===== src/rtl/core/assert_macros.svh =====
// Assertion macros used by the arithmetic unit top.
// Depends on nothing; included by files that assert.
`ifndef ASSERT_MACROS_SVH
`define ASSERT_MACROS_SVH
// implication check, sampled on clock, off during reset
`define ASSERT_IMPL(label, clk, rst, pre, post) \
   label: assert property (@(posedge clk) disable iff (rst) (pre) |-> (post)) \
      else $error("assertion failed");
// next-cycle implication check
`define ASSERT_NEXT(label, clk, rst, pre, post) \
   label: assert property (@(posedge clk) disable iff (rst) (pre) |=> (post)) \
      else $error("assertion failed");
`endif


===== src/rtl/core/mfc_pkg.sv =====
// Shared types and codes of the arithmetic unit.
// Depends on nothing.
package mfc_pkg;
   localparam logic [3:0] ACT_ADD  = 4'd0;
   localparam logic [3:0] ACT_SUB  = 4'd1;
   localparam logic [3:0] ACT_MUL  = 4'd2;
   localparam logic [3:0] ACT_DIV  = 4'd3;
   localparam logic [3:0] ACT_REM  = 4'd4;
   localparam logic [3:0] ACT_POW  = 4'd5;
   localparam logic [3:0] ACT_FACT = 4'd6;
   localparam logic [3:0] ACT_SQR  = 4'd7;
   localparam logic [3:0] ACT_ROOT = 4'd8;

   localparam logic [2:0] ST_OK      = 3'd0;
   localparam logic [2:0] ST_DIV0    = 3'd1;
   localparam logic [2:0] ST_NEGROOT = 3'd2;
   localparam logic [2:0] ST_OVF     = 3'd3;
   localparam logic [2:0] ST_INVALID = 3'd4;

   // classified operation handed from front to back
   localparam logic [2:0] OP_DONE = 3'd0; // result settled in the front
   localparam logic [2:0] OP_MUL  = 3'd1;
   localparam logic [2:0] OP_DIV  = 3'd2;
   localparam logic [2:0] OP_REM  = 3'd3;
   localparam logic [2:0] OP_POW  = 3'd4;
   localparam logic [2:0] OP_FACT = 3'd5;
   localparam logic [2:0] OP_ROOT = 3'd6;

   typedef struct packed {
      logic [2:0]  op;
      logic        neg;     // sign of quotient/remainder or product
      logic [31:0] mag_a;   // magnitude or raw operand a
      logic [31:0] mag_b;   // magnitude or raw operand b
      logic [63:0] result;  // value for OP_DONE
      logic [2:0]  status;
   } task_type;
endpackage


===== src/rtl/core/mfc_front.sv =====
// Front end: accepts items, classifies them and settles the quick ones.
// Depends on mfc_pkg.
module mfc_front #(
   parameter int FRACTION_BITS = 16
) (
   input  logic              clock,
   input  logic              reset,
   input  logic              req_valid,
   output logic              req_stall,
   input  logic [3:0]        req_action,
   input  logic signed [31:0] req_operand_a,
   input  logic signed [31:0] req_operand_b,
   output logic              q_valid,
   input  logic              q_stall,
   output mfc_pkg::task_type q_task
);
   import mfc_pkg::*;

   localparam int DEPTH = 2;

   task_type   mem_ff [DEPTH];
   logic [0:0] wr_ff, wr_in, rd_ff, rd_in;
   logic [1:0] cnt_ff, cnt_in;
   task_type   t;
   logic       push, pop;
   logic signed [32:0] sum, dif;
   logic [31:0] ma, mb;

   assign req_stall = (cnt_ff == 2'(DEPTH));
   assign push = req_valid && !req_stall;
   assign q_valid = (cnt_ff != 2'd0);
   assign pop = q_valid && !q_stall;
   assign q_task = mem_ff[rd_ff];

   always_comb begin
      sum = 33'(req_operand_a) + 33'(req_operand_b);
      dif = 33'(req_operand_a) - 33'(req_operand_b);
      ma = req_operand_a[31] ? 32'(-req_operand_a) : req_operand_a;
      mb = req_operand_b[31] ? 32'(-req_operand_b) : req_operand_b;
      t.op = OP_DONE;
      t.neg = 1'b0;
      t.mag_a = ma;
      t.mag_b = mb;
      t.result = '0;
      t.status = ST_OK;
      unique case (req_action)
         ACT_ADD: t.result = 64'(64'(signed'(sum)) << FRACTION_BITS);
         ACT_SUB: t.result = 64'(64'(signed'(dif)) << FRACTION_BITS);
         ACT_MUL: begin
            t.op = OP_MUL;
            t.neg = req_operand_a[31] ^ req_operand_b[31];
         end
         ACT_SQR: t.op = OP_MUL;
         ACT_DIV: begin
            if (req_operand_b == 0) t.status = ST_DIV0;
            else begin
               t.op = OP_DIV;
               t.neg = req_operand_a[31] ^ req_operand_b[31];
            end
         end
         ACT_REM: begin
            if (req_operand_b == 0) t.status = ST_DIV0;
            else begin
               t.op = OP_REM;
               t.neg = req_operand_a[31];
            end
         end
         ACT_POW: begin
            t.mag_a = req_operand_a;
            t.mag_b = req_operand_b;
            if (req_operand_b[31] || req_operand_b == 0)
               t.result = 64'(64'd1 << FRACTION_BITS);
            else t.op = OP_POW;
         end
         ACT_FACT: begin
            t.mag_a = req_operand_a;
            if (req_operand_a[31] || req_operand_a < 2)
               t.result = 64'(64'd1 << FRACTION_BITS);
            else t.op = OP_FACT;
         end
         ACT_ROOT: begin
            if (req_operand_a[31]) t.status = ST_NEGROOT;
            else t.op = OP_ROOT;
         end
         default: t.status = ST_INVALID;
      endcase
      if (req_action == ACT_SQR) t.mag_b = ma;
   end

   always_comb begin
      wr_in = push ? wr_ff + 1'b1 : wr_ff;
      rd_in = pop ? rd_ff + 1'b1 : rd_ff;
      cnt_in = cnt_ff + 2'(push) - 2'(pop);
   end

   always_ff @(posedge clock) begin
      if (reset) begin
         wr_ff <= '0;
         rd_ff <= '0;
         cnt_ff <= '0;
      end else begin
         wr_ff <= wr_in;
         rd_ff <= rd_in;
         cnt_ff <= cnt_in;
      end
   end

   always_ff @(posedge clock) begin
      if (push) mem_ff[wr_ff] <= t;
   end
endmodule


===== config.mk =====
export PLATFORM = sky130hd
export DESIGN_NAME = mfc_front
export DESIGN_NICKNAME = d
export VERILOG_FILES = /design/src/rtl/core/assert_macros.svh /design/src/rtl/core/mfc_pkg.sv /design/src/rtl/core/mfc_front.sv
export SDC_FILE = /design/constraint.sdc
export NUM_CORES = 1
export LEC_CHECK = 0
export BUFFER_PORTS_ARGS = -buffer_cell sky130_fd_sc_hd__buf_4
export CORE_MARGIN = 4
export CORE_UTILIZATION = 55
export DETAILED_ROUTE_END_ITERATION = 6
export PLACE_DENSITY = 0.78
export SYNTH_ARGS = -nofsm -noshare
export SYNTH_HDL_FRONTEND = slang
export SYNTH_SLANG_ARGS = --single-unit

===== constraint.sdc =====
create_clock -name clock -period 8.8 [get_ports clock]
set_clock_uncertainty 0.2 [all_clocks]
set_input_delay 0 -clock clock [delete_from_list [all_inputs] [get_ports clock]]
set_output_delay 0 -clock clock [all_outputs]
set_load 0.01 [all_outputs]

# ---- Word-level counts from Yosys, hierarchy flattened
# Memory sizes are Yosys's and may differ from the RTL's. A register that Yosys moved wholly into a read port is not among the register bits.
# Cells that the tools add are included.
dict set report totals {
  register_bits 4
  ramBits 270
  in_bits 72
  out_inout_bits 137
  elab_cells 58
  mem_count 1
}
dict set report op_classes {
  add_sub_neg 8
  magnitude_cmp 1
  eq_ne 9
  muxes 22
  n_bitwise 1
  reduce_logical 13
}
# name depth width read_ports rd_clocked_by_memory_dff wr line_no
set mem_list {}
lappend mem_list {mem_ff 2 135 1 1 1 mfc_front.sv:21} ;# task_type mem_ff [DEPTH];
# op n
set op_table {}
lappend op_table {{$pmux 64 s4} 1}
lappend op_table {{$mux 32} 5}
lappend op_table {{$neg 32->32} 2}
lappend op_table {{$mux 17} 2}
lappend op_table {{$add 32x32->33} 1}
lappend op_table {{$sub 32x32->33} 1}
lappend op_table {{$logic_not 32->1} 1}
lappend op_table {{$lt 32x3->1 const B} 1}
lappend op_table {{$pmux 3 s6} 1}
lappend op_table {{$eq 4x3->1 const B} 4}
lappend op_table {{$mux 3} 5}
lappend op_table {{$pmux 3 s3} 1}
lappend op_table {{$eq 4x2->1 const B} 2}
lappend op_table {{$reduce_or 2->1} 3}
lappend op_table {{$reduce_or 6->1} 1}
lappend op_table {{$mux 1} 5}
lappend op_table {{$eq 4x1->1 const B} 1}
lappend op_table {{$eq 4x4->1 const B} 1}
lappend op_table {{$logic_not 4->1} 1}
lappend op_table {{$pmux 1 s3} 1}
lappend op_table {{$add 1x1->1 const B} 2}
lappend op_table {{$add 2x1->2} 1}
lappend op_table {{$eq 2x2->1 const B} 1}
lappend op_table {{$logic_and 1x1->1} 2}
lappend op_table {{other kinds (6)} 8}

# ---- Depth between registers and ports, before layout
# Gate-level depths: netlist (run 1).
dict set report logic_depth {
  word_depth 5
  ltp_mapped 16
  depth_no_buf 15
}

# ---- Least setup slack after synthesis (run 1)
# No wires, ideal clock.
dict set report synth_path {
  path_kind {register to register}
  startpoint {register cnt_ff[0]}
  endpoint {memory mem_ff[0][0] (netlist name) (enable)}
  setup_ns 0.568
  t_arrival_ns 4.882
  t_required_ns 8.032
  slack_ns 3.150
  path_stages_with_launch 4
  path_buffers 0
  synth_period_minus_slack_ns 5.650
  cell_sequence {dfxtp_1 nand2b_1 nand2_1 nor2_1}
}
dict set report synth_via {
  elab_chain_len 5
}
# item line_no
set synth_rtl {}
lappend synth_rtl {{from (decl)} mfc_front.sv:23} ;# logic [1:0] cnt_ff, cnt_in;
lappend synth_rtl {{from (signal assigned)} mfc_front.sv:104} ;# cnt_ff <= cnt_in;
lappend synth_rtl {{$eq 2x2->1} mfc_front.sv:29} ;# assign req_stall = (cnt_ff == 2'(DEPTH));
lappend synth_rtl {{$logic_not 1->1} mfc_front.sv:30} ;# assign push = req_valid && !req_stall;
lappend synth_rtl {{$logic_and 1x1->1} mfc_front.sv:30}
lappend synth_rtl {{$mux 1} mfc_front.sv:109} ;# if (push) mem_ff[wr_ff] <= t;
lappend synth_rtl {{$mux 1 (not written as such)} mfc_front.sv:109}
lappend synth_rtl {{to (decl)} mfc_front.sv:21}
# No other way between the ends.

==> results of run 1 <==
critical path, delay by kind of cell:
| family | cells | cell delay [ps] |
|---|---|---|
| AO/OA/AOI/OAI | 3 | 710 |
| XOR/XNOR | 1 | 170 |
| adder cells (fa/ha/maj) | 1 | 350 |
| buffers and inverters | 2 | 710 |
| AND/OR/NAND/NOR | 7 | 2990 |
flip-flops by register name (all words and copies together), names as in the netlist, named ones only:
register and count:
mem_ff 208, wr_ff 1, rd_ff 1, cnt_ff 2
cell type report:
class	count	area, um^2
sequential	213	6350
clock inverter	6	70.1
fill	1810	7270
timing repair buffer	289	2390
tap	319	399
inverter	18	67.6
antenna	2	5.00
clock buffer	35	631
multi-input combinational	878	6210
worst paths after layout:
path / end / startpoint
worst max-delay path: mem_ff[1][40] / req_operand_b[3]
worst min-delay path: cnt_ff[1] / reset
worst max register to register: mem_ff[0][96] / cnt_ff[0]
worst min register to register: rd_ff / rd_ff
report_power, final:
| group | internal [mW] | switching (mW) | leakage (nW) |
|---|---|---|---|
| Sequential | 1.32 | 0.0604 | 2.01 |
| Combinational | 0.578 | 0.630 | 3.87 |
| Clock | 0.525 | 0.387 | 0.343 |
routing by layer:
layer / part of all wire [%] / GRT usage, % / up-vias / routed length (um)
li1: - / - / 4826 / -
met1: 41 / 34.8 / 4994 / 15100
met2: 50 / 47.7 / 417 / 18400
met3: 6.5 / 4.29 / 72 / 2400
met4: 2.5 / 7.50 / 2 / 917
met5: 0.033 / 0 / - / 12
cell usage in the layout, fill, tap and decap left out, drive strengths merged, types with 8 or more instances in the layout:
cell,n
a21oi,71
o31ai,20
or3,12
xor2,46
ha,38
a31oi,11
conb,16
mux2i,21
nor2,100
xnor2,82
nor4,19
o211ai,10
nor3,36
o21ai,54
dlygate4sd3,89
nand4,13
inv,19
mux2,105
or4,8
nand2,80
clkbuf,35
edfxtp,208
nand2b,16
or2,9
a21o,19
o21a,8
buf,200
nand3,16
cell families (layout without fill, tap and decap cells):
kind of cell / after synthesis / count (layout) / synth area share [%]
AND/OR/NAND/NOR: 336 / 336 / 12.7
flip-flops: 213 / 213 / 48.7
multiplexers: 126 / 126 / 10.7
buffers and inverters: 111 / 348 / 4.16
adder cells (fa/ha/maj): 39 / 39 / 3.80
AO/OA/AOI/OAI: 233 / 233 / 11.3
XOR/XNOR: 128 / 128 / 8.60
other: 1 / 18 / 0.0288
what timing repair did:
action,in CTS,in global routing
hold buffers,89,0
hold endpoints to repair,231,0
buffers inserted,0,0
endpoints found under the setup margin,0,0
==> metrics.txt, run 1 <==
# TYPE chip_impl_metric gauge
chip_impl_info{name="outcome",value="finished clean"} 1
chip_impl_metric{name="final_report_hold_violation_count",unit=""} 0
chip_impl_metric{name="yosys_warnings",unit=""} 0
chip_impl_metric{name="cts_resized",unit=""} 0
chip_impl_metric{name="fmax",unit="MHz"} 207
chip_impl_metric{name="finalNonFillerCells",unit=""} 1760
chip_impl_metric{name="critPathMaxStageDelay",unit="ps"} 710
chip_impl_metric{name="timing.critical_path.required",unit="ps"} 8910
chip_impl_metric{name="cp.arrival",unit="ps"} 4940
chip_impl_metric{name="initial_antenna_violation_count",unit=""} 3
chip_impl_metric{name="power-per-cell-area",unit="nW/um^2"} 217
chip_impl_metric{name="post-route-drc-count",unit=""} 0
chip_impl_metric{name="number_of_enable_flip_flop_cells_after_synthesis",unit=""} 208
chip_impl_info{name="endpoint_kind",value="register"} 1
chip_impl_metric{name="synthToLayoutAreaGrowth",unit="%"} 23.8
chip_impl_metric{name="number_of_vias_after_detailed_routing",unit=""} 10300
chip_impl_metric{name="timing.slew.headroom",unit="%"} 22.1
chip_impl_metric{name="timing.final.ws_setup",unit="ps"} 3970
chip_impl_metric{name="dp_hpwl",unit="um"} 26200
chip_impl_metric{name="worst_slew_pin_slew",unit="ps"} 1160
chip_impl_metric{name="die_area",unit="um^2"} 26200
chip_impl_metric{name="buffer_ports.inserted",unit=""} 192
chip_impl_metric{name="post-place-cells",unit=""} 1628
chip_impl_metric{name="post-route-cell-area",unit="um^2"} 16100
chip_impl_metric{name="ir_drop",unit="mV"} 0.214
chip_impl_metric{name="critPathMaxFanout",unit=""} 11
chip_impl_metric{name="power.leakage",unit="nW"} 6.22
chip_impl_metric{name="postPlaceCellArea",unit="um^2"} 14500
chip_impl_info{name="grt_setup_unrepaired",value="no"} 1
chip_impl_metric{name="mappedNetlistArea",unit="um^2"} 13000
chip_impl_metric{name="total_power",unit="mW"} 3.50
chip_impl_metric{name="global_route_wire_length_before_repair",unit="um"} 56500
chip_impl_info{name="cpMostUsedCell",value="sky130_fd_sc_hd__nor4_1"} 1
chip_impl_metric{name="reg2reg_slack",unit="ps"} 5790
chip_impl_metric{name="min_period",unit="ps"} 4830
chip_impl_metric{name="timing.max_cap.violations",unit=""} 0
chip_impl_metric{name="finish.utilization",unit="%"} 68.9
chip_impl_metric{name="synth-seq-cells",unit=""} 213
chip_impl_metric{name="number_of_distinct_library_cell_variants_in_the_gate_level_netlist_after_synthesis",unit=""} 65
chip_impl_metric{name="final.period_utilization",unit="%"} 54.9
chip_impl_metric{name="gp_congestion",unit=""} 0.949
chip_impl_metric{name="post-synth-top-area-fraction",unit="%"} 47.9
chip_impl_info{name="crit_chain",value="dlygate4sd3_1, buf_4, nor4_1, nand3_1, nor4_1, nor2_1, xnor2_1, ha_1, and4_1, a21o_1, nor4_1, a21oi_1, o31a_1, nor3_1"} 1
chip_impl_metric{name="total_routed_length",unit="um"} 36800
chip_impl_info{name="critPathKind",value="primary input to register"} 1
chip_impl_metric{name="reg2reg_depth",unit=""} 4
chip_impl_metric{name="clk-insertion-delay-late",unit="ps"} 520
chip_impl_metric{name="fp.dieW",unit="um"} 162
chip_impl_metric{name="drive_above_1_share",unit="%"} 24.7
chip_impl_info{name="crit_path_start_kind",value="primary input"} 1
chip_impl_metric{name="cts.path.max_buffers",unit=""} 3
chip_impl_metric{name="postRouteAntennaNets",unit=""} 0
chip_impl_info{name="netlist_top_cells_area",value="sky130_fd_sc_hd__edfxtp_1 48%, sky130_fd_sc_hd__mux2_2 9.1%, sky130_fd_sc_hd__xnor2_1 5.5%"} 1
chip_impl_info{name="critPathSlowestCell",value="sky130_fd_sc_hd__nor4_1"} 1
chip_impl_metric{name="num-nets-final",unit=""} 1534
chip_impl_info{name="ys_top_cells_by_count",value="208 x sky130_fd_sc_hd__edfxtp_1, 105 x sky130_fd_sc_hd__mux2_2, 100 x sky130_fd_sc_hd__nor2_1"} 1
chip_impl_info{name="synth_ff_type",value="sky130_fd_sc_hd__edfxtp_1"} 1
chip_impl_metric{name="postSynthAreaPerCell",unit="um^2"} 11.0
chip_impl_metric{name="first_global_vias",unit=""} 10400
chip_impl_metric{name="chipHeight",unit="um"} 162
chip_impl_info{name="root_buffer",value="sky130_fd_sc_hd__clkbuf_16"} 1
chip_impl_metric{name="timing.final.setup_violations",unit=""} 0
chip_impl_metric{name="core_rows",unit=""} 56
chip_impl_metric{name="syn-instance-count",unit=""} 1187
chip_impl_info{name="synthDominantAreaCellType",value="sky130_fd_sc_hd__edfxtp_1"} 1
chip_impl_metric{name="cts.clk_slew.worst_paths",unit="ps"} 60
chip_impl_metric{name="synth-seq-area-share",unit="%"} 48.7
chip_impl_metric{name="tritoncts.num_buffers",unit=""} 23
chip_impl_metric{name="timing.setup.tns",unit="ps"} 0
chip_impl_metric{name="floorplan.initialDensity",unit="%"} 55.7
chip_impl_metric{name="total_grt_overflow",unit=""} 0
chip_impl_metric{name="dr.first_iter.drc_count",unit=""} 883
chip_impl_metric{name="pre_cts_ws",unit="ps"} 4150
chip_impl_metric{name="htreeDepth",unit=""} 1
chip_impl_info{name="hold_path.class",value="primary input to register"} 1
chip_impl_metric{name="hold-worst-slack",unit="ps"} 20.3
chip_impl_metric{name="core-area",unit="um^2"} 23400
chip_impl_metric{name="synthArstFlopShare",unit="%"} 0
chip_impl_metric{name="avgRoutedWirePerCell",unit="um"} 20.9
chip_impl_metric{name="drt-vias-per-instance",unit=""} 5.86
chip_impl_info{name="post-synth-top-count-cell",value="sky130_fd_sc_hd__edfxtp_1"} 1
chip_impl_metric{name="drt_first_pass_iters",unit=""} 6
chip_impl_info{name="cts_tree",value="yes"} 1
chip_impl_metric{name="global_route.usage.total",unit="%"} 27.0
chip_impl_metric{name="final-max-slew-violation-count",unit=""} 0
chip_impl_metric{name="grt_max_degree",unit=""} 72
chip_impl_metric{name="io-pin-count",unit=""} 209
chip_impl_metric{name="tritoncts_num_sinks",unit=""} 213
chip_impl_metric{name="min_delay_path_depth",unit=""} 3
Note: power is estimated with default switching activity, not from simulation.
==> run 2: changes to the inputs <==
--- a/config.mk
+++ b/config.mk
@@ -7,9 +7,9 @@
 export LEC_CHECK = 0
 export BUFFER_PORTS_ARGS = -buffer_cell sky130_fd_sc_hd__buf_4
 export CORE_MARGIN = 4
-export CORE_UTILIZATION = 55
+export CORE_UTILIZATION = 52
 export DETAILED_ROUTE_END_ITERATION = 6
-export PLACE_DENSITY = 0.78
+export PLACE_DENSITY = 0.77
 export SYNTH_ARGS = -nofsm -noshare
 export SYNTH_HDL_FRONTEND = slang
 export SYNTH_SLANG_ARGS = --single-unit
==> constraint.sdc (replaced) <==
create_clock -name clock -period 4.05 [get_ports clock]
set_clock_uncertainty 0.2 [all_clocks]
set_input_delay 0 -clock clock [delete_from_list [all_inputs] [get_ports clock]]
set_output_delay 0 -clock clock [all_outputs]
set_load 0.01 [all_outputs]
==> run 2 against run 1 <==
Effect of this change:
- first-iteration DRC count up 30%
- core utilization decreased by 1.7 points
- sequential share of layout area down 0.75 points
- flip-flop and latch count did not move
==> metrics.txt, run 2 (same netlist as run 1, synthesis figures left out) <==
# TYPE chip_impl_metric gauge
chip_impl_info{name="outcome",value="finished clean"} 1
chip_impl_metric{name="total_routed_length",unit="um"} 36800
chip_impl_metric{name="critPathMaxFanout",unit=""} 7
chip_impl_info{name="most-common-layout-cells",value="229 x sky130_fd_sc_hd__buf_4, 208 x sky130_fd_sc_hd__edfxtp_1, 105 x sky130_fd_sc_hd__mux2_2"} 1
chip_impl_metric{name="fmax",unit="MHz"} 264
chip_impl_info{name="r2r_end",value="mem_ff[1][2]"} 1
chip_impl_info{name="crit_path_start_kind",value="primary input"} 1
chip_impl_metric{name="tritoncts_num_sinks",unit=""} 213
chip_impl_metric{name="die_area",unit="um^2"} 27700
chip_impl_metric{name="drt-vias-per-instance",unit=""} 5.84
chip_impl_metric{name="worst_slew_pin_slew",unit="ps"} 1130
chip_impl_metric{name="hold-worst-slack",unit="ps"} 33.2
chip_impl_metric{name="first_global_vias",unit=""} 10400
chip_impl_metric{name="ir_drop",unit="mV"} 0.376
chip_impl_metric{name="postRouteAntennaNets",unit=""} 0
chip_impl_info{name="crit_path_end",value="mem_ff[1][42]"} 1
chip_impl_info{name="crit_chain",value="dlygate4sd3_1, buf_4, nor4_1, buf_4, nand3_2, buf_4, nor4_1, nor2_1, xnor2_1, ha_1, nand4_1, nor3_1, nand2_1, and3_1, a21boi_0, nor3_1"} 1
chip_impl_info{name="critPathKind",value="primary input to register"} 1
chip_impl_info{name="register_containing_the_most_flip_flops_in_the_final_layout",value="mem_ff"} 1
chip_impl_metric{name="tritoncts.num_buffers",unit=""} 23
chip_impl_metric{name="timing.setup.tns",unit="ps"} 0
chip_impl_metric{name="core-area",unit="um^2"} 24500
chip_impl_metric{name="antenna_cells_inserted",unit=""} 0
chip_impl_metric{name="critPathMaxStageDelay",unit="ps"} 540
chip_impl_metric{name="power-per-cell-area",unit="nW/um^2"} 460
chip_impl_metric{name="htreeDepth",unit=""} 1
chip_impl_metric{name="power.leakage",unit="nW"} 6.38
chip_impl_info{name="critPathLaunch",value="req_operand_b[6]"} 1
chip_impl_metric{name="post-route-drc-count",unit=""} 0
chip_impl_metric{name="timing.max_cap.violations",unit=""} 0
chip_impl_metric{name="number_of_flip_flops_in_the_largest_register",unit=""} 208
chip_impl_metric{name="cts.path.max_buffers",unit=""} 3
chip_impl_metric{name="min_period",unit="ps"} 3790
chip_impl_metric{name="cp_num_cells",unit=""} 16
chip_impl_metric{name="timing.slew.headroom",unit="%"} 24.4
chip_impl_info{name="endpoint_kind",value="register"} 1
chip_impl_metric{name="global_route.usage.total",unit="%"} 25.2
chip_impl_metric{name="cts_setup_buffers",unit=""} 0
chip_impl_metric{name="buffer_ports.inserted",unit=""} 192
chip_impl_info{name="cpLargestDelayFamily",value="simple AND/OR/NAND/NOR gates"} 1
chip_impl_metric{name="final_report_hold_violation_count",unit=""} 0
chip_impl_metric{name="initial_antenna_violation_count",unit=""} 0
chip_impl_metric{name="floorplan.initialDensity",unit="%"} 53.3
chip_impl_metric{name="reg2reg_slack",unit="ps"} 1870
chip_impl_metric{name="chipHeight",unit="um"} 166
chip_impl_metric{name="drt_first_pass_iters",unit=""} 5
chip_impl_metric{name="num-nets-final",unit=""} 1568
chip_impl_info{name="reg.largest.list",value="mem_ff x208, cnt_ff x2"} 1
chip_impl_metric{name="critical_path.n_buffers_inverters",unit=""} 4
chip_impl_metric{name="cts.clk_slew.worst_paths",unit="ps"} 60
chip_impl_metric{name="final.period_utilization",unit="%"} 93.7
chip_impl_metric{name="dr.first_iter.drc_count",unit=""} 1145
chip_impl_metric{name="fp.dieW",unit="um"} 166
chip_impl_metric{name="gp_congestion",unit=""} 0.944
chip_impl_metric{name="timing.final.setup_violations",unit=""} 0
chip_impl_metric{name="number_of_vias_after_detailed_routing",unit=""} 10500
chip_impl_info{name="cpMostUsedCell",value="sky130_fd_sc_hd__buf_4"} 1
chip_impl_metric{name="final-max-slew-violation-count",unit=""} 0
chip_impl_info{name="cts_tree",value="yes"} 1
chip_impl_metric{name="clk-insertion-delay-late",unit="ps"} 500
chip_impl_metric{name="filler_cell_count",unit=""} 1811
chip_impl_metric{name="synthToLayoutAreaGrowth",unit="%"} 26.2
chip_impl_info{name="root_buffer",value="sky130_fd_sc_hd__clkbuf_16"} 1
chip_impl_metric{name="timing.critical_path.required",unit="ps"} 4080
chip_impl_metric{name="grt_max_degree",unit=""} 105
chip_impl_metric{name="total_grt_overflow",unit=""} 0
chip_impl_info{name="mostFrequentLayoutCell",value="sky130_fd_sc_hd__buf_4"} 1
chip_impl_metric{name="io-pin-count",unit=""} 209
chip_impl_metric{name="avgRoutedWirePerCell",unit="um"} 20.5
chip_impl_info{name="hold_path.class",value="primary input to register"} 1
chip_impl_metric{name="global_route_wire_length_before_repair",unit="um"} 56400
chip_impl_info{name="critical_path.reg2reg.startpoint",value="cnt_ff[0]"} 1
chip_impl_metric{name="reg2reg_depth",unit=""} 3
chip_impl_metric{name="dp_hpwl",unit="um"} 26200
chip_impl_metric{name="core_rows",unit=""} 57
chip_impl_metric{name="cp.arrival",unit="ps"} 3820
chip_impl_metric{name="drive_above_1_share",unit="%"} 26.9
chip_impl_info{name="critPathSlowestCell",value="sky130_fd_sc_hd__dlygate4sd3_1"} 1
run 2: per-stage QoR:
stage	cells	setup WS (ps)	instance area, um^2	utilization (%)	power [mW]
finish	1794	257	16400	67.2	7.56
global route	1794	-0.814	16400	67.2	7.93
CTS	1794	121	16400	67.1	7.59
detailed placement	1666	192	14800	60.7	5.63
global placement	1666	307	14800	60.7	5.59
floorplan	1202	152	13100	-	4.57
run 2: worst min-delay path, stage by stage:
cell	delay, ps
sky130_fd_sc_hd__dlygate4sd3_1	520
sky130_fd_sc_hd__buf_4	130
sky130_fd_sc_hd__nor2_1	40
run 2: worst min path at each step:
stage,from,endpoint,slack (ps),cells past startpoint
3_5_place_dp,reset,register,-6,2
5_1_grt,reset,cnt_ff[1],50,3
2_1_floorplan,reset,cnt_ff[0],-130,1
3_3_place_gp,reset,register,-1,2
6_report,reset,cnt_ff[1],30,3
4_1_cts,reset,rd_ff,30,3
run 2: final cells by class:
class	count	area (um^2)	area share (%)
Sequential cell	213	6350	38.6
Timing Repair Buffer	323	2700	16.4
Inverter	18	67.6	0.411
Clock buffer	29	598	3.64
Tap cell	324	405	2.47
Clock inverter	9	66.3	0.403
Multi-Input combinational cell	878	6260	38.0
run 2: layer usage:
| layer | part of all wire (%) | track usage, % | routed length, um |
|---|---|---|---|
| met1 | 41 | 32.7 | 15100 |
| met2 | 50 | 44.4 | 18200 |
| met3 | 7.3 | 4.33 | 2690 |
| met4 | 2.1 | 5.76 | 778 |
| met5 | 0 | 0 | 0 |
run 2: where the power goes:
part | total, mW | internal [mW] | switching, mW | leakage, nW
combinational | 2.69 | 1.31 | 1.38 | 4.05
clock | 1.88 | 1.05 | 0.828 | 0.320
sequential | 3.00 | 2.86 | 0.140 | 2.01
total | 7.56 | 5.22 | 2.35 | 6.38
run 2: what timing repair did:
item | CTS | global route
endpoints found under the hold margin | 157 | 0
gates resized for setup | 0 | 10
setup endpoints to repair | 0 | 24
hold buffers | 90 | 0
==> run 3: changes to the inputs <==
--- a/config.mk
+++ b/config.mk
@@ -7,9 +7,9 @@
 export LEC_CHECK = 0
 export BUFFER_PORTS_ARGS = -buffer_cell sky130_fd_sc_hd__buf_4
 export CORE_MARGIN = 4
-export CORE_UTILIZATION = 52
+export CORE_UTILIZATION = 55
 export DETAILED_ROUTE_END_ITERATION = 6
-export PLACE_DENSITY = 0.77
+export PLACE_DENSITY = 0.78
 export SYNTH_ARGS = -nofsm -noshare
 export SYNTH_HDL_FRONTEND = slang
 export SYNTH_SLANG_ARGS = --single-unit
==> constraint.sdc (replaced) <==
create_clock -name clock -period 4.9 [get_ports clock]
set_clock_uncertainty 0.2 [all_clocks]
set_input_delay 0 -clock clock [delete_from_list [all_inputs] [get_ports clock]]
set_output_delay 0 -clock clock [all_outputs]
set_load 0.01 [all_outputs]
==> run 3 against run 2 <==
Effect of this change:
- final area shrank 0.81%
- critical path type unchanged
- flip-flop and latch count is the same
- largest power group unchanged
- wire length fell by 0.77%
==> metrics.txt, run 3 (same netlist as run 1, synthesis figures left out) <==
# TYPE chip_impl_metric gauge
chip_impl_info{name="outcome",value="finished clean"} 1
chip_impl_metric{name="global_route_wire_length_before_repair",unit="um"} 56200
chip_impl_info{name="mostFrequentLayoutCell",value="sky130_fd_sc_hd__edfxtp_1"} 1
chip_impl_info{name="crit_path_start_kind",value="primary input"} 1
chip_impl_metric{name="clk-insertion-delay-late",unit="ps"} 520
chip_impl_metric{name="drt_first_pass_iters",unit=""} 5
chip_impl_metric{name="grt_max_degree",unit=""} 105
chip_impl_metric{name="buffer_ports.inserted",unit=""} 192
chip_impl_metric{name="power.leakage",unit="nW"} 6.31
chip_impl_info{name="root_buffer",value="sky130_fd_sc_hd__clkbuf_16"} 1
chip_impl_metric{name="timing.setup.tns",unit="ps"} 0
chip_impl_metric{name="tritoncts.num_buffers",unit=""} 23
chip_impl_metric{name="post-route-cell-area",unit="um^2"} 16300
chip_impl_metric{name="fmax",unit="MHz"} 228
chip_impl_metric{name="timing.slew.headroom",unit="%"} 24.5
chip_impl_metric{name="finalNonFillerCells",unit=""} 1770
chip_impl_metric{name="post-place-cells",unit=""} 1633
chip_impl_metric{name="dp_hpwl",unit="um"} 25700
chip_impl_metric{name="reg2reg_depth",unit=""} 3
chip_impl_metric{name="initial_antenna_violation_count",unit=""} 0
chip_impl_metric{name="final.period_utilization",unit="%"} 89.6
chip_impl_metric{name="global_route.usage.total",unit="%"} 26.9
chip_impl_info{name="critPathKind",value="primary input to register"} 1
chip_impl_metric{name="floorplan.initialDensity",unit="%"} 55.7
chip_impl_metric{name="fp.dieW",unit="um"} 162
chip_impl_metric{name="core-area",unit="um^2"} 23400
chip_impl_metric{name="dr.first_iter.drc_count",unit=""} 942
chip_impl_metric{name="core_rows",unit=""} 56
chip_impl_info{name="register_containing_the_most_flip_flops_in_the_final_layout",value="mem_ff"} 1
chip_impl_metric{name="hold-worst-slack",unit="ps"} 58.9
chip_impl_metric{name="number_of_buffers_inserted_for_hold_repair_after_clock_tree_synthesis",unit=""} 95
chip_impl_metric{name="final-max-slew-violation-count",unit=""} 0
chip_impl_info{name="grt_setup_unrepaired",value="no"} 1
chip_impl_metric{name="cts_setup_buffers",unit=""} 0
chip_impl_metric{name="drt-vias-per-instance",unit=""} 5.81
chip_impl_metric{name="cts_resized",unit=""} 0
chip_impl_metric{name="pre_cts_ws",unit="ps"} 598
chip_impl_info{name="reg.largest.list",value="mem_ff x208, cnt_ff x2"} 1
chip_impl_metric{name="postRouteAntennaNets",unit=""} 0
chip_impl_metric{name="die_area",unit="um^2"} 26200
chip_impl_metric{name="power-per-cell-area",unit="nW/um^2"} 396
chip_impl_metric{name="gp_congestion",unit=""} 0.953
chip_impl_info{name="hold_path.class",value="primary input to register"} 1
chip_impl_info{name="endpoint_kind",value="register"} 1
chip_impl_metric{name="avgRoutedWirePerCell",unit="um"} 20.6
chip_impl_metric{name="timing.final.setup_violations",unit=""} 0
chip_impl_metric{name="cts.clk_slew.worst_paths",unit="ps"} 60
chip_impl_metric{name="post-route-drc-count",unit=""} 0
chip_impl_metric{name="tritoncts_num_sinks",unit=""} 213
chip_impl_metric{name="timing.final.ws_setup",unit="ps"} 512
chip_impl_metric{name="timing.max_cap.violations",unit=""} 0
chip_impl_metric{name="min_delay_path_depth",unit=""} 2
chip_impl_info{name="cts_tree",value="yes"} 1
chip_impl_metric{name="first_global_vias",unit=""} 10200
chip_impl_metric{name="total_routed_length",unit="um"} 36500
chip_impl_metric{name="io-pin-count",unit=""} 209
chip_impl_metric{name="worst_slew_pin_slew",unit="ps"} 1130
chip_impl_metric{name="final_report_hold_violation_count",unit=""} 0
chip_impl_metric{name="total_power",unit="mW"} 6.46
chip_impl_metric{name="finish.utilization",unit="%"} 69.7
chip_impl_metric{name="ir_drop",unit="mV"} 0.499
chip_impl_metric{name="critPathMaxFanout",unit=""} 5
chip_impl_metric{name="total_grt_overflow",unit=""} 0
chip_impl_info{name="most-common-layout-cells",value="208 x sky130_fd_sc_hd__edfxtp_1, 204 x sky130_fd_sc_hd__buf_4, 105 x sky130_fd_sc_hd__mux2_2"} 1
chip_impl_metric{name="cts.path.max_buffers",unit=""} 3
chip_impl_metric{name="drive_above_1_share",unit="%"} 25.2
chip_impl_metric{name="synthToLayoutAreaGrowth",unit="%"} 25.2
chip_impl_metric{name="cp.arrival",unit="ps"} 4500
chip_impl_metric{name="htreeDepth",unit=""} 1
chip_impl_metric{name="chipHeight",unit="um"} 162
chip_impl_metric{name="number_of_vias_after_detailed_routing",unit=""} 10300
chip_impl_metric{name="antenna_cells_inserted",unit=""} 0
chip_impl_metric{name="number_of_flip_flops_in_the_largest_register",unit=""} 208
chip_impl_metric{name="postPlaceCellArea",unit="um^2"} 14600
chip_impl_metric{name="min_period",unit="ps"} 4390
chip_impl_metric{name="num-nets-final",unit=""} 1545
chip_impl_metric{name="timing.critical_path.required",unit="ps"} 5010
-- run 3: cell count changes in the layout (fill, tap and decap cells not counted), moves of 3 or more --
| cell | before | now |
|---|---|---|
| sky130_fd_sc_hd__buf_4 | 229 | 204 |
| sky130_fd_sc_hd__inv_6 | 0 | 3 |
| sky130_fd_sc_hd__buf_12 | 4 | 1 |
| sky130_fd_sc_hd__bufinv_16 | 0 | 4 |
| sky130_fd_sc_hd__dlygate4sd3_1 | 90 | 95 |
-- run 3: layout make-up --
cell class                      instances  area (um^2)
Clock buffer                           27          591
Clock inverter                         15          185
Fill cell                            1753         7090
Inverter                               18         67.6
Multi-Input combinational cell        878         6210
Sequential cell                       213         6350
Tap cell                              319          399
Timing Repair Buffer                  300         2500
-- run 3: critical path, stage by stage --
cell	delay [ps]
sky130_fd_sc_hd__dlygate4sd3_1	550
sky130_fd_sc_hd__buf_4	160
sky130_fd_sc_hd__nor4_1	310
sky130_fd_sc_hd__buf_4	190
sky130_fd_sc_hd__nand3_1	210
sky130_fd_sc_hd__nor4_1	680
sky130_fd_sc_hd__nor2_1	120
sky130_fd_sc_hd__xnor2_1	170
sky130_fd_sc_hd__ha_1	350
sky130_fd_sc_hd__and4_1	240
sky130_fd_sc_hd__a21o_1	170
sky130_fd_sc_hd__nor4_1	560
sky130_fd_sc_hd__a21oi_1	230
sky130_fd_sc_hd__o31a_1	310
sky130_fd_sc_hd__nor3_1	240
-- run 3: per-layer routing --
| metal | GRT usage [%] | vias to the layer above | routed length (um) |
|---|---|---|---|
| li1 | - | 4842 | - |
| met1 | 35.2 | 4943 | 14900 |
| met2 | 45.9 | 428 | 18000 |
| met3 | 4.95 | 72 | 2520 |
| met4 | 8.42 | 0 | 1030 |
| met5 | 0 | - | 0 |
-- run 3: path summary, 6_finish.rpt --
kind | endpoint | start | slack, ps
worst max-delay path | mem_ff[0][40] | req_operand_b[6] | 510
worst min-delay path | mem_ff[0][99] | req_operand_a[0] | 60
worst max register to register | mem_ff[1][96] | cnt_ff[0] | 2710
worst min register to register | rd_ff | rd_ff | 330
-- run 3: power breakdown --
part           internal (mW)  switching [mW]
logic                   1.05            1.15
registers               2.36          0.0995
clock network           1.08           0.725
total                   4.49            1.97
